===== config.mk =====
export PLATFORM = sky130hd
export DESIGN_NAME = topic_header_frame_deframer
export DESIGN_NICKNAME = d
export VERILOG_FILES = /design/src/hw/rtl/thfd_pkg.sv /design/src/hw/rtl/thfd_dp.sv /design/src/hw/rtl/thfd_ctrl.sv /design/src/hw/rtl/topic_header_frame_deframer.sv
export SDC_FILE = /design/constraint.sdc
export NUM_CORES = 2
export LEC_CHECK = 0
export BUFFER_PORTS_ARGS = -buffer_cell sky130_fd_sc_hd__clkbuf_2
export CAP_MARGIN = 15
export CORE_MARGIN = 2
export CORE_UTILIZATION = 30
export CTS_CLUSTER_SIZE = 20
export DETAILED_ROUTE_END_ITERATION = 16
export HOLD_SLACK_MARGIN = 0.12
export PLACE_DENSITY = 0.47
export SETUP_SLACK_MARGIN = 0.4
export SYNTH_ARGS = -nofsm -noshare
export SYNTH_HDL_FRONTEND = slang
export SYNTH_HIERARCHICAL = 1
export SYNTH_SLANG_ARGS = --single-unit

===== constraint.sdc =====
create_clock -name clk_i -period 5.9 [get_ports clk_i]
set_clock_uncertainty 0.2 [all_clocks]
set_input_delay 0.295 -clock clk_i [delete_from_list [all_inputs] [get_ports clk_i]]
set_output_delay 0.295 -clock clk_i [all_outputs]
set_load 0.005 [all_outputs]

===== src/hw/rtl/thfd_pkg.sv =====
// shared types and constants of the topic/header frame deframer
`timescale 1ns / 1ps

package thfd_pkg;

  localparam int unsigned HdrBytes = 10;
  localparam int unsigned HdrCntW  = 4;
  localparam int unsigned LeftW    = 50;
  localparam int unsigned DimW     = 16;
  localparam int unsigned StampW   = 32;
  localparam int unsigned AreaW    = 2 * DimW;
  localparam int unsigned VolW     = 3 * DimW;

  // controller to datapath
  typedef struct packed {
    logic               hdr_store;
    logic [HdrCntW-1:0] hdr_pos;
    logic               mul_area;
    logic               mul_len;
    logic               left_dec;
    logic               out_load;
    logic               out_empty;
    logic               out_first;
    logic               out_last;
  } cmd_t;

  // datapath to controller
  typedef struct packed {
    logic byte_zero;
    logic dim_zero;
    logic left_last;
    logic out_full;
  } sts_t;

endpackage


===== src/hw/rtl/thfd_dp.sv =====
// datapath: header registers, length multiplier, byte counter, result register
`timescale 1ns / 1ps

module thfd_dp (
  input  logic                          clk_i,
  input  logic                          rst_ni,
  input  logic [7:0]                    in_byte_i,
  input  thfd_pkg::cmd_t                cmd_i,
  output thfd_pkg::sts_t                sts_o,
  output logic                          out_valid_o,
  input  logic                          out_stall_i,
  output logic [7:0]                    out_byte_o,
  output logic                          empty_frame_o,
  output logic [thfd_pkg::DimW-1:0]     frame_width_o,
  output logic [thfd_pkg::DimW-1:0]     frame_height_o,
  output logic [thfd_pkg::DimW-1:0]     frame_depth_o,
  output logic [thfd_pkg::StampW-1:0]   time_stamp_o,
  output logic                          first_of_frame_o,
  output logic                          last_of_frame_o
);

  logic [thfd_pkg::DimW-1:0]   width_q, height_q, depth_q;
  logic [thfd_pkg::StampW-1:0] stamp_q;
  logic [thfd_pkg::AreaW-1:0]  area_q;
  logic [thfd_pkg::VolW-1:0]   vol_d;
  logic [thfd_pkg::LeftW-1:0]  left_q;
  logic                        out_valid_q;

  // header bytes arrive little endian
  always_ff @(posedge clk_i) begin
    if (cmd_i.hdr_store) begin
      case (cmd_i.hdr_pos)
        4'd0:    width_q[7:0]    <= in_byte_i;
        4'd1:    width_q[15:8]   <= in_byte_i;
        4'd2:    height_q[7:0]   <= in_byte_i;
        4'd3:    height_q[15:8]  <= in_byte_i;
        4'd4:    depth_q[7:0]    <= in_byte_i;
        4'd5:    depth_q[15:8]   <= in_byte_i;
        4'd6:    stamp_q[7:0]    <= in_byte_i;
        4'd7:    stamp_q[15:8]   <= in_byte_i;
        4'd8:    stamp_q[23:16]  <= in_byte_i;
        4'd9:    stamp_q[31:24]  <= in_byte_i;
        default: ;
      endcase
    end
  end

  // length in two multiply steps, times four by a shift
  assign vol_d = thfd_pkg::VolW'(area_q) * thfd_pkg::VolW'(depth_q);

  always_ff @(posedge clk_i) begin
    if (cmd_i.mul_area) begin
      area_q <= thfd_pkg::AreaW'(width_q) * thfd_pkg::AreaW'(height_q);
    end
    if (cmd_i.mul_len) begin
      left_q <= {vol_d, 2'b00};
    end else if (cmd_i.left_dec) begin
      left_q <= left_q - thfd_pkg::LeftW'(1);
    end
  end

  // result register
  always_ff @(posedge clk_i or negedge rst_ni) begin
    if (!rst_ni) begin
      out_valid_q <= 1'b0;
    end else if (cmd_i.out_load) begin
      out_valid_q <= 1'b1;
    end else if (!out_stall_i) begin
      out_valid_q <= 1'b0;
    end
  end

  always_ff @(posedge clk_i) begin
    if (cmd_i.out_load) begin
      out_byte_o       <= cmd_i.out_empty ? 8'd0 : in_byte_i;
      empty_frame_o    <= cmd_i.out_empty;
      frame_width_o    <= width_q;
      frame_height_o   <= height_q;
      frame_depth_o    <= depth_q;
      // an empty-frame result is loaded together with the top stamp byte
      time_stamp_o     <= cmd_i.hdr_store ? {in_byte_i, stamp_q[23:0]} : stamp_q;
      first_of_frame_o <= cmd_i.out_first;
      last_of_frame_o  <= cmd_i.out_last;
    end
  end

  assign out_valid_o     = out_valid_q;
  assign sts_o.byte_zero = (in_byte_i == 8'd0);
  assign sts_o.dim_zero  = (width_q == '0) || (height_q == '0) || (depth_q == '0);
  assign sts_o.left_last = (left_q[thfd_pkg::LeftW-1:1] == '0);
  assign sts_o.out_full  = out_valid_q && out_stall_i;

endmodule


===== src/hw/rtl/thfd_ctrl.sv =====
// controller: phase sequencing, header byte count and input handshake
`timescale 1ns / 1ps

module thfd_ctrl (
  input  logic           clk_i,
  input  logic           rst_ni,
  input  logic           in_valid_i,
  output logic           in_stall_o,
  input  thfd_pkg::sts_t sts_i,
  output thfd_pkg::cmd_t cmd_o
);

  typedef enum logic [2:0] {
    S_TOPIC,
    S_GATHER,
    S_MUL_AREA,
    S_MUL_LEN,
    S_PAYLOAD
  } state_e;

  state_e                       state_q, state_d;
  logic [thfd_pkg::HdrCntW-1:0] hdr_cnt_q, hdr_cnt_d;
  logic                         at_start_q, at_start_d;
  logic                         accept;

  assign in_stall_o = (state_q == S_MUL_AREA) || (state_q == S_MUL_LEN) || sts_i.out_full;
  assign accept     = in_valid_i && !in_stall_o;

  always_comb begin
    state_d    = state_q;
    hdr_cnt_d  = hdr_cnt_q;
    at_start_d = at_start_q;
    cmd_o      = '0;
    cmd_o.hdr_pos = hdr_cnt_q;
    case (state_q)
      S_TOPIC: begin
        if (accept && sts_i.byte_zero) begin
          state_d   = S_GATHER;
          hdr_cnt_d = '0;
        end
      end
      S_GATHER: begin
        if (accept) begin
          cmd_o.hdr_store = 1'b1;
          hdr_cnt_d       = hdr_cnt_q + thfd_pkg::HdrCntW'(1);
          if (hdr_cnt_q == thfd_pkg::HdrCntW'(thfd_pkg::HdrBytes - 1)) begin
            hdr_cnt_d  = '0;
            at_start_d = 1'b1;
            // last byte is a stamp byte, so the size fields are already final
            if (sts_i.dim_zero) begin
              cmd_o.out_load  = 1'b1;
              cmd_o.out_empty = 1'b1;
              cmd_o.out_first = 1'b1;
              cmd_o.out_last  = 1'b1;
              state_d         = S_TOPIC;
            end else begin
              state_d = S_MUL_AREA;
            end
          end
        end
      end
      S_MUL_AREA: begin
        cmd_o.mul_area = 1'b1;
        state_d        = S_MUL_LEN;
      end
      S_MUL_LEN: begin
        cmd_o.mul_len = 1'b1;
        state_d       = S_PAYLOAD;
      end
      S_PAYLOAD: begin
        if (accept) begin
          cmd_o.out_load  = 1'b1;
          cmd_o.out_first = at_start_q;
          cmd_o.out_last  = sts_i.left_last;
          at_start_d      = 1'b0;
          if (sts_i.left_last) begin
            state_d    = S_TOPIC;
            at_start_d = 1'b1;
          end else begin
            cmd_o.left_dec = 1'b1;
          end
        end
      end
      default: begin
        state_d = S_TOPIC;
      end
    endcase
  end

  always_ff @(posedge clk_i or negedge rst_ni) begin
    if (!rst_ni) begin
      state_q    <= S_TOPIC;
      hdr_cnt_q  <= '0;
      at_start_q <= 1'b1;
    end else begin
      state_q    <= state_d;
      hdr_cnt_q  <= hdr_cnt_d;
      at_start_q <= at_start_d;
    end
  end

`ifndef ASSERT_OFF
  a_hdr_cnt_range: assert property (@(posedge clk_i) disable iff (!rst_ni)
    hdr_cnt_q < thfd_pkg::HdrCntW'(thfd_pkg::HdrBytes))
    else $error("header count out of range");

  a_mul_stalls: assert property (@(posedge clk_i) disable iff (!rst_ni)
    (state_q == S_MUL_AREA || state_q == S_MUL_LEN) |-> in_stall_o)
    else $error("request taken during length computation");

  a_load_free: assert property (@(posedge clk_i) disable iff (!rst_ni)
    cmd_o.out_load |-> !sts_i.out_full)
    else $error("result loaded over a stalled result");

  a_len_to_payload: assert property (@(posedge clk_i) disable iff (!rst_ni)
    state_q == S_MUL_LEN |=> state_q == S_PAYLOAD)
    else $error("length step not followed by payload");
`endif

endmodule


===== src/hw/rtl/topic_header_frame_deframer.sv =====
// top level of the topic/header frame deframer
`timescale 1ns / 1ps

// Byte-stream deframer. Each input request carries one byte. Topic bytes are
// dropped up to and including a zero byte; the next ten bytes form a little
// endian header (width, height, depth as 16 bits, then a 32-bit time stamp).
// The frame then holds width*height*depth*4 payload bytes, each passed out as
// one result request tagged with the header fields and first/last marks. A
// header with a zero size field gives one result with empty_frame set, a zero
// byte and both marks set. Topic bytes and the header bytes of a non-empty
// frame give no result. After the tenth header byte of a non-empty frame the
// input stalls in S_MUL_AREA and S_MUL_LEN while the 50-bit length is formed
// by two registered multiply steps (width*height, then times depth). The
// result sits in an output register, so the input keeps flowing unless that
// register holds a result the sink is stalling.

module topic_header_frame_deframer (
  input  logic                        clk_i,
  input  logic                        rst_ni,
  input  logic                        in_valid_i,
  output logic                        in_stall_o,
  input  logic [7:0]                  in_byte_i,
  output logic                        out_valid_o,
  input  logic                        out_stall_i,
  output logic [7:0]                  out_byte_o,
  output logic                        empty_frame_o,
  output logic [thfd_pkg::DimW-1:0]   frame_width_o,
  output logic [thfd_pkg::DimW-1:0]   frame_height_o,
  output logic [thfd_pkg::DimW-1:0]   frame_depth_o,
  output logic [thfd_pkg::StampW-1:0] time_stamp_o,
  output logic                        first_of_frame_o,
  output logic                        last_of_frame_o
);

  thfd_pkg::cmd_t cmd;
  thfd_pkg::sts_t sts;

  // phase control and input handshake
  thfd_ctrl u_ctrl (
    .clk_i      (clk_i),
    .rst_ni     (rst_ni),
    .in_valid_i (in_valid_i),
    .in_stall_o (in_stall_o),
    .sts_i      (sts),
    .cmd_o      (cmd)
  );

  // header capture, length, byte counter and result register
  thfd_dp u_dp (
    .clk_i            (clk_i),
    .rst_ni           (rst_ni),
    .in_byte_i        (in_byte_i),
    .cmd_i            (cmd),
    .sts_o            (sts),
    .out_valid_o      (out_valid_o),
    .out_stall_i      (out_stall_i),
    .out_byte_o       (out_byte_o),
    .empty_frame_o    (empty_frame_o),
    .frame_width_o    (frame_width_o),
    .frame_height_o   (frame_height_o),
    .frame_depth_o    (frame_depth_o),
    .time_stamp_o     (time_stamp_o),
    .first_of_frame_o (first_of_frame_o),
    .last_of_frame_o  (last_of_frame_o)
  );

endmodule

**Word-level counts from Yosys, hierarchy flattened**

Index checks and enable logic that the tools add are counted.

- Divide/modulo/power cells: 0
- Bitwise gates (word level): 0
- Shifts and indexed selects: 0
- Equality and inequality tests: 19
- Multiply operators: 2
- Add/sub/neg operators: 2
- Order comparisons: 0
- Mux-type cells: 35
- Reduce and logical (&&, ||, !) cells: 31

Operator list:

| cell | number |
|---|---|
| 50-bit 2-to-1 mux | 2 |
| 50-bit by 1-bit subtractor with 50-bit output (second input constant) | 1 |
| 49-bit logical NOT | 1 |
| 16-bit logical NOT | 3 |
| 32-bit by 16-bit multiplier with 48-bit output | 1 |
| 16-bit by 16-bit multiplier with 32-bit output | 1 |
| 32-bit 2-to-1 mux | 1 |
| 4-bit 2-to-1 mux | 6 |
| 2-bit AND reduction | 10 |
| 4-bit by 3-bit equality test with 1-bit output (second input constant) | 4 |
| 3-bit 2-to-1 mux | 5 |
| 3-bit case mux with 5 select lines | 1 |
| 1-bit 2-to-1 mux | 13 |
| 2-bit by 1-bit != test with 1-bit output (second input constant) | 6 |
| 4-bit by 2-bit equality test with 1-bit output (second input constant) | 2 |
| 4-bit equality test (second input constant) | 2 |
| 8-bit logical NOT | 1 |
| 4-bit case mux with 2 select lines | 1 |
| 3-bit by 2-bit equality test with 1-bit output (second input constant) | 2 |
| 2-bit 2-to-1 mux | 3 |
| 2-bit nonzero test | 3 |
| 5-bit AND reduction | 1 |
| 4-bit by 1-bit adder with 4-bit output (second input constant) | 1 |
| 4-bit by 1-bit equality test with 1-bit output (second input constant) | 1 |
| other kinds (11) | 17 |

- Bits in latches: 0
- Memory bits (writable): 0
- Output and inout bits: 93
- ROM bits: 0
- Logic and storage cells: 114
- Memories kept: 0
- Bits of input ports: 12
- Bits in registers: 262

**Depth between registers and ports, before layout**

- Depth after elaboration: 9
- Mapped depth: 25
- Depth with buffers taken out: 24

**Cells and area by module**

The synthesis kept the hierarchy.

By module, submodules not included:

| module | instances | cells each | area each (um^2) |
|---|---|---|---|
| thfd_dp | 1 | 3390 | 33927.5 |
| thfd_ctrl | 1 | 65 | 536.8 |

**Worst setup path after synthesis**

OpenSTA, ideal clock, no wires.

- Path type: reg2reg
- Start point: register u_dp/depth_q[1] (netlist name)
- End point: register u_dp/left_q[38] (netlist name) (data pin)
- Cell stages (with the launch flop): 24
- Buffers on the path: 2
- Data arrival time: 6051 ps
- Path slack: -622 ps
- Setup time: 271 ps
- Data required time: 5429 ps
- Path through: edfxtp_1 -> clkbuf_1 -> nand2_1 -> fa_1 -> fa_1 -> fa_1 -> inv_1 -> fa_1 -> fa_1 -> inv_1 -> fa_1 -> inv_1 -> ha_1 -> buf_2 -> nand4_2 -> o22ai_1 -> a211oi_2 -> a2111oi_2 -> a311o_2 -> o221ai_2 -> o21ai_4 -> a31oi_1 -> xor2_1 -> o22ai_1

- Word-level cells in the longest chain between the ends: 2

Ends and longest elaborated chain:

| element | line | text |
|---|---|---|
| start, declared | thfd_dp.sv:22 | `logic [thfd_pkg::DimW-1:0] width_q, height_q, depth_q;` |
| 32-bit by 16-bit multiplier with 48-bit output | thfd_dp.sv:49 | `assign vol_d = thfd_pkg::VolW'(area_q) * thfd_pkg::VolW'(depth_q);` |
| 50-bit 2-to-1 mux | thfd_dp.sv:55 | `if (cmd_i.mul_len) begin` |
| end signal, assigned | thfd_dp.sv:56 | `left_q <= {vol_d, 2'b00};` |
| end signal, assigned | thfd_dp.sv:58 | `left_q <= left_q - thfd_pkg::LeftW'(1);` |
| end, declared | thfd_dp.sv:26 | `logic [thfd_pkg::LeftW-1:0] left_q;` |

Every way passes these cells.
A chain may end at the register's enable or synchronous reset.

**Final worst setup path**

- Start point: register u_dp/depth_q[5] (netlist name)
- End point: register u_dp/left_q[48] (netlist name) (data pin)

The elaborated chain is that of the path after synthesis.

==> out/metrics.yaml <==
arrival_ps: 6750
fmax_mhz: 153
fill_cells: 11600
finalWorstSetupSlack_ps: -653
dieWidth_um: 343
worstPathRequired_ps: 6100
die_y_um: 343
ant_nets: 0
rsz0062_at_grt: "yes"
worst_pin_slew_ps: 1030
via_per_inst: 4.51
gp_congestion: 0.817
holdWs_ps: 196
end_kind: "flop"
synth.distinct_cells: 79
crit_slowest_cell: "fa_1"
syn_avg_cell_area_um2: 9.98
synth_flop_cell: "edfxtp_1"
slowest_delay_ps: 560
yosys-top-cells-area: "fa_1 (36%), edfxtp_1 (22%), ha_1 (8.2%)"
drtPass1Iterations: 5
drt-met1-wl_um: 45000
area_growth_pct: 26.8
crit_buf_inv: 4
cts_buffer_depth: 3
vias: 24900
synth_commonest_cells: "inv_1 (693), fa_1 (612), nand2_1 (544)"
drv_slew: 0
critPathKind: "reg2reg"
max-cap-violations: 0
met2_length_um: 45900
clk_latency_ps: 570
timing.final.crit_period_ps: 6550
violations: "setup timing"
dieArea_um2: 118000
drc: 0
syn_nets: 4306
crit_path_frequent_cell: "fa_1"
maxSlewHeadroom_pct: 31.1
drt_iter0_drc: 1148
cts.clk_slew.worst_paths_ps: 70
fin_cells: 5521
grt_pass1_wl_um: 152000
path_max_fanout: 17
antenna_found_initial: 2
syn-cell-area_um2: 34500
cts_tree: "built"
grt_pass1_vias: 26700
status: "complete, but fails checks"
num-nets-final: 4838
worstSetupStartpointType: "flop"
post-route-period-util_pct: 111
synth.ff_latch_count: 262
finalHoldViolCount: 0
io_pins: 105
grt_max_degree: 69
async_reset_ff_share_pct: 3.44
routed-wl-met3_um: 3880
post-dp-hpwl_um: 77500
synth_edf_count: 251
yosys.area.top_type_share_pct: 35.5
coreArea_um2: 114000
yosysMostFrequentCell: "inv_1"
overflow: 0
routedWlPerCell_um: 17.4
htree_levels: 2
wl_um: 96200
start_util_pct: 30.2
rows: 124
dp_cells: 5369
grtUsageTotal_pct: 16.6
yosys.area.top_type: "fa_1"
synthCells: 3455
hp-class: "in2reg"
path_delay_family: "adder cells"
io_buffer_count: 104
cts_buffers: 34
setup_viol: 41
worstPathCellList: "buf_12 > and2_4 > fa_1 > inv_1 > fa_1 > fa_1 > fa_1 > inv_1 > fa_1 > fa_1 > ha_4 > nand4_4 > o22ai_2 > a211oi_2 > buf_4 > a2111oi_4 > a311o_2 > o221ai_4 > o21ai_4 > a41oi_4 > or3_1 > nand3_1"
finalSetupTns_ps: -13000
dr.max_layer_used: "met5"
clockRootBuffer: "clkbuf_16"
yosys_warnings: 6
drive_gt1_share_pct: 23.9
seq_area_frac_synth_pct: 22.6
cts_sinks: 262
stage by stage:
stage               utilization (%)  worst slack, ps  instance area, µm²
CTS                            37.7             -692               43000
floorplan                         -             -372               35200
detailed placement             35.6             -711               40700
global route                   38.3             -887               43700
finish                         38.3             -653               43700
global placement               35.6             -679               40700
sequential cells by signal (all words and copies together), names as in the netlist, 3 cells and up:
signal               count
u_dp/frame_depth_o      16
u_ctrl/hdr_cnt_q         4
u_dp/width_q            16
u_dp/frame_width_o      16
u_dp/height_q           16
u_ctrl/state_q           3
u_dp/left_q             50
u_dp/frame_height_o     16
u_dp/area_q             32
u_dp/stamp_q            32
u_dp/time_stamp_o       32
u_dp/out_byte_o          8
u_dp/depth_q            16
layout by cell type, fill, tap and decap left out, types with 11 or more instances in the layout:
| cell | n |
|---|---|
| or3_1 | 12 |
| inv_1 | 666 |
| buf_6 | 61 |
| nand2_2 | 12 |
| a21oi_1 | 48 |
| dlygate4sd3_1 | 12 |
| nand3_1 | 19 |
| a21oi_2 | 20 |
| nor2_1 | 50 |
| xnor2_1 | 65 |
| nand4_1 | 16 |
| nor2b_1 | 17 |
| buf_4 | 427 |
| edfxtp_1 | 251 |
| nor3_1 | 26 |
| and2_4 | 24 |
| clkbuf_2 | 104 |
| nor4_1 | 23 |
| ha_4 | 27 |
| o21ai_0 | 18 |
| fa_2 | 21 |
| clkbuf_16 | 37 |
| and2_1 | 278 |
| o21bai_1 | 12 |
| o22ai_1 | 33 |
| xor2_1 | 30 |
| nand2_1 | 528 |
| a21o_1 | 46 |
| ha_1 | 195 |
| fa_1 | 591 |
| o21ai_2 | 11 |
| nand2b_1 | 15 |
| inv_2 | 27 |
| buf_12 | 45 |
worst reg2reg max path: cells and delay by family (launching register included):
kind	cells	cell delay, ps
buffers and inverters	4	440
AOI/OAI and AO/OA	7	1320
and+or+nand+nor	4	730
DFF	1	430
adders and majority gates	7	3250
cell families after synthesis:
logic type | count (synthesis) | synth area share, %
and+or+nand+nor | 1088 | 15.4
buffers and inverters | 855 | 9.34
adders and majority gates | 839 | 43.8
AOI/OAI and AO/OA | 292 | 5.70
DFF | 262 | 22.6
xor gates and xnor gates | 109 | 2.77
muxes | 10 | 0.323
per-layer routing:
metal,vias up,GRT usage (%)
met3,85,2.25
met2,447,27.8
met4,4,2.61
li1,11800,-
met5,-,0
met1,12600,23.3
repair_timing:
action / CTS / global route
endpoints found under the hold margin: 78 / 0
resized for setup: 162 / 110
hold buffers: 12 / 0
cloned: 0 / 3
setup endpoints to repair: 55 / 57
setup buffers: 57 / 22
pin swaps: 90 / 72
layout make-up:
| class | count | area [µm²] | share of cell area, % |
|---|---|---|---|
| antenna | 1 | 2.50 | 0.00573 |
| clock buffer | 38 | 866 | 1.98 |
| clock inverter | 19 | 218 | 0.498 |
| inverter | 693 | 2600 | 5.95 |
| multi-input combinational | 2338 | 24700 | 56.5 |
| sequential | 262 | 7800 | 17.9 |
| tap | 1512 | 1890 | 4.33 |
| timing repair buffer | 658 | 5600 | 12.8 |
path summary, 6_finish.rpt:
check,startpoint,to,slack [ps],depth (start not counted)
worst max-delay path,u_dp/depth_q[5],u_dp/left_q[48],-650,22
worst min-delay path,in_byte_i[5],u_dp/width_q[13],200,1
worst max register to register,u_dp/depth_q[5],u_dp/left_q[48],-650,22
worst min register to register,u_dp/stamp_q[13],u_dp/time_stamp_o[13],200,0
max in group asynchronous,rst_ni,u_ctrl/state_q[0],4060,4
min in group asynchronous,rst_ni,u_ctrl/at_start_q,600,3
Power is not shown: default switching activity piles up to over one toggle a cycle in this logic, so the estimate is an artifact.
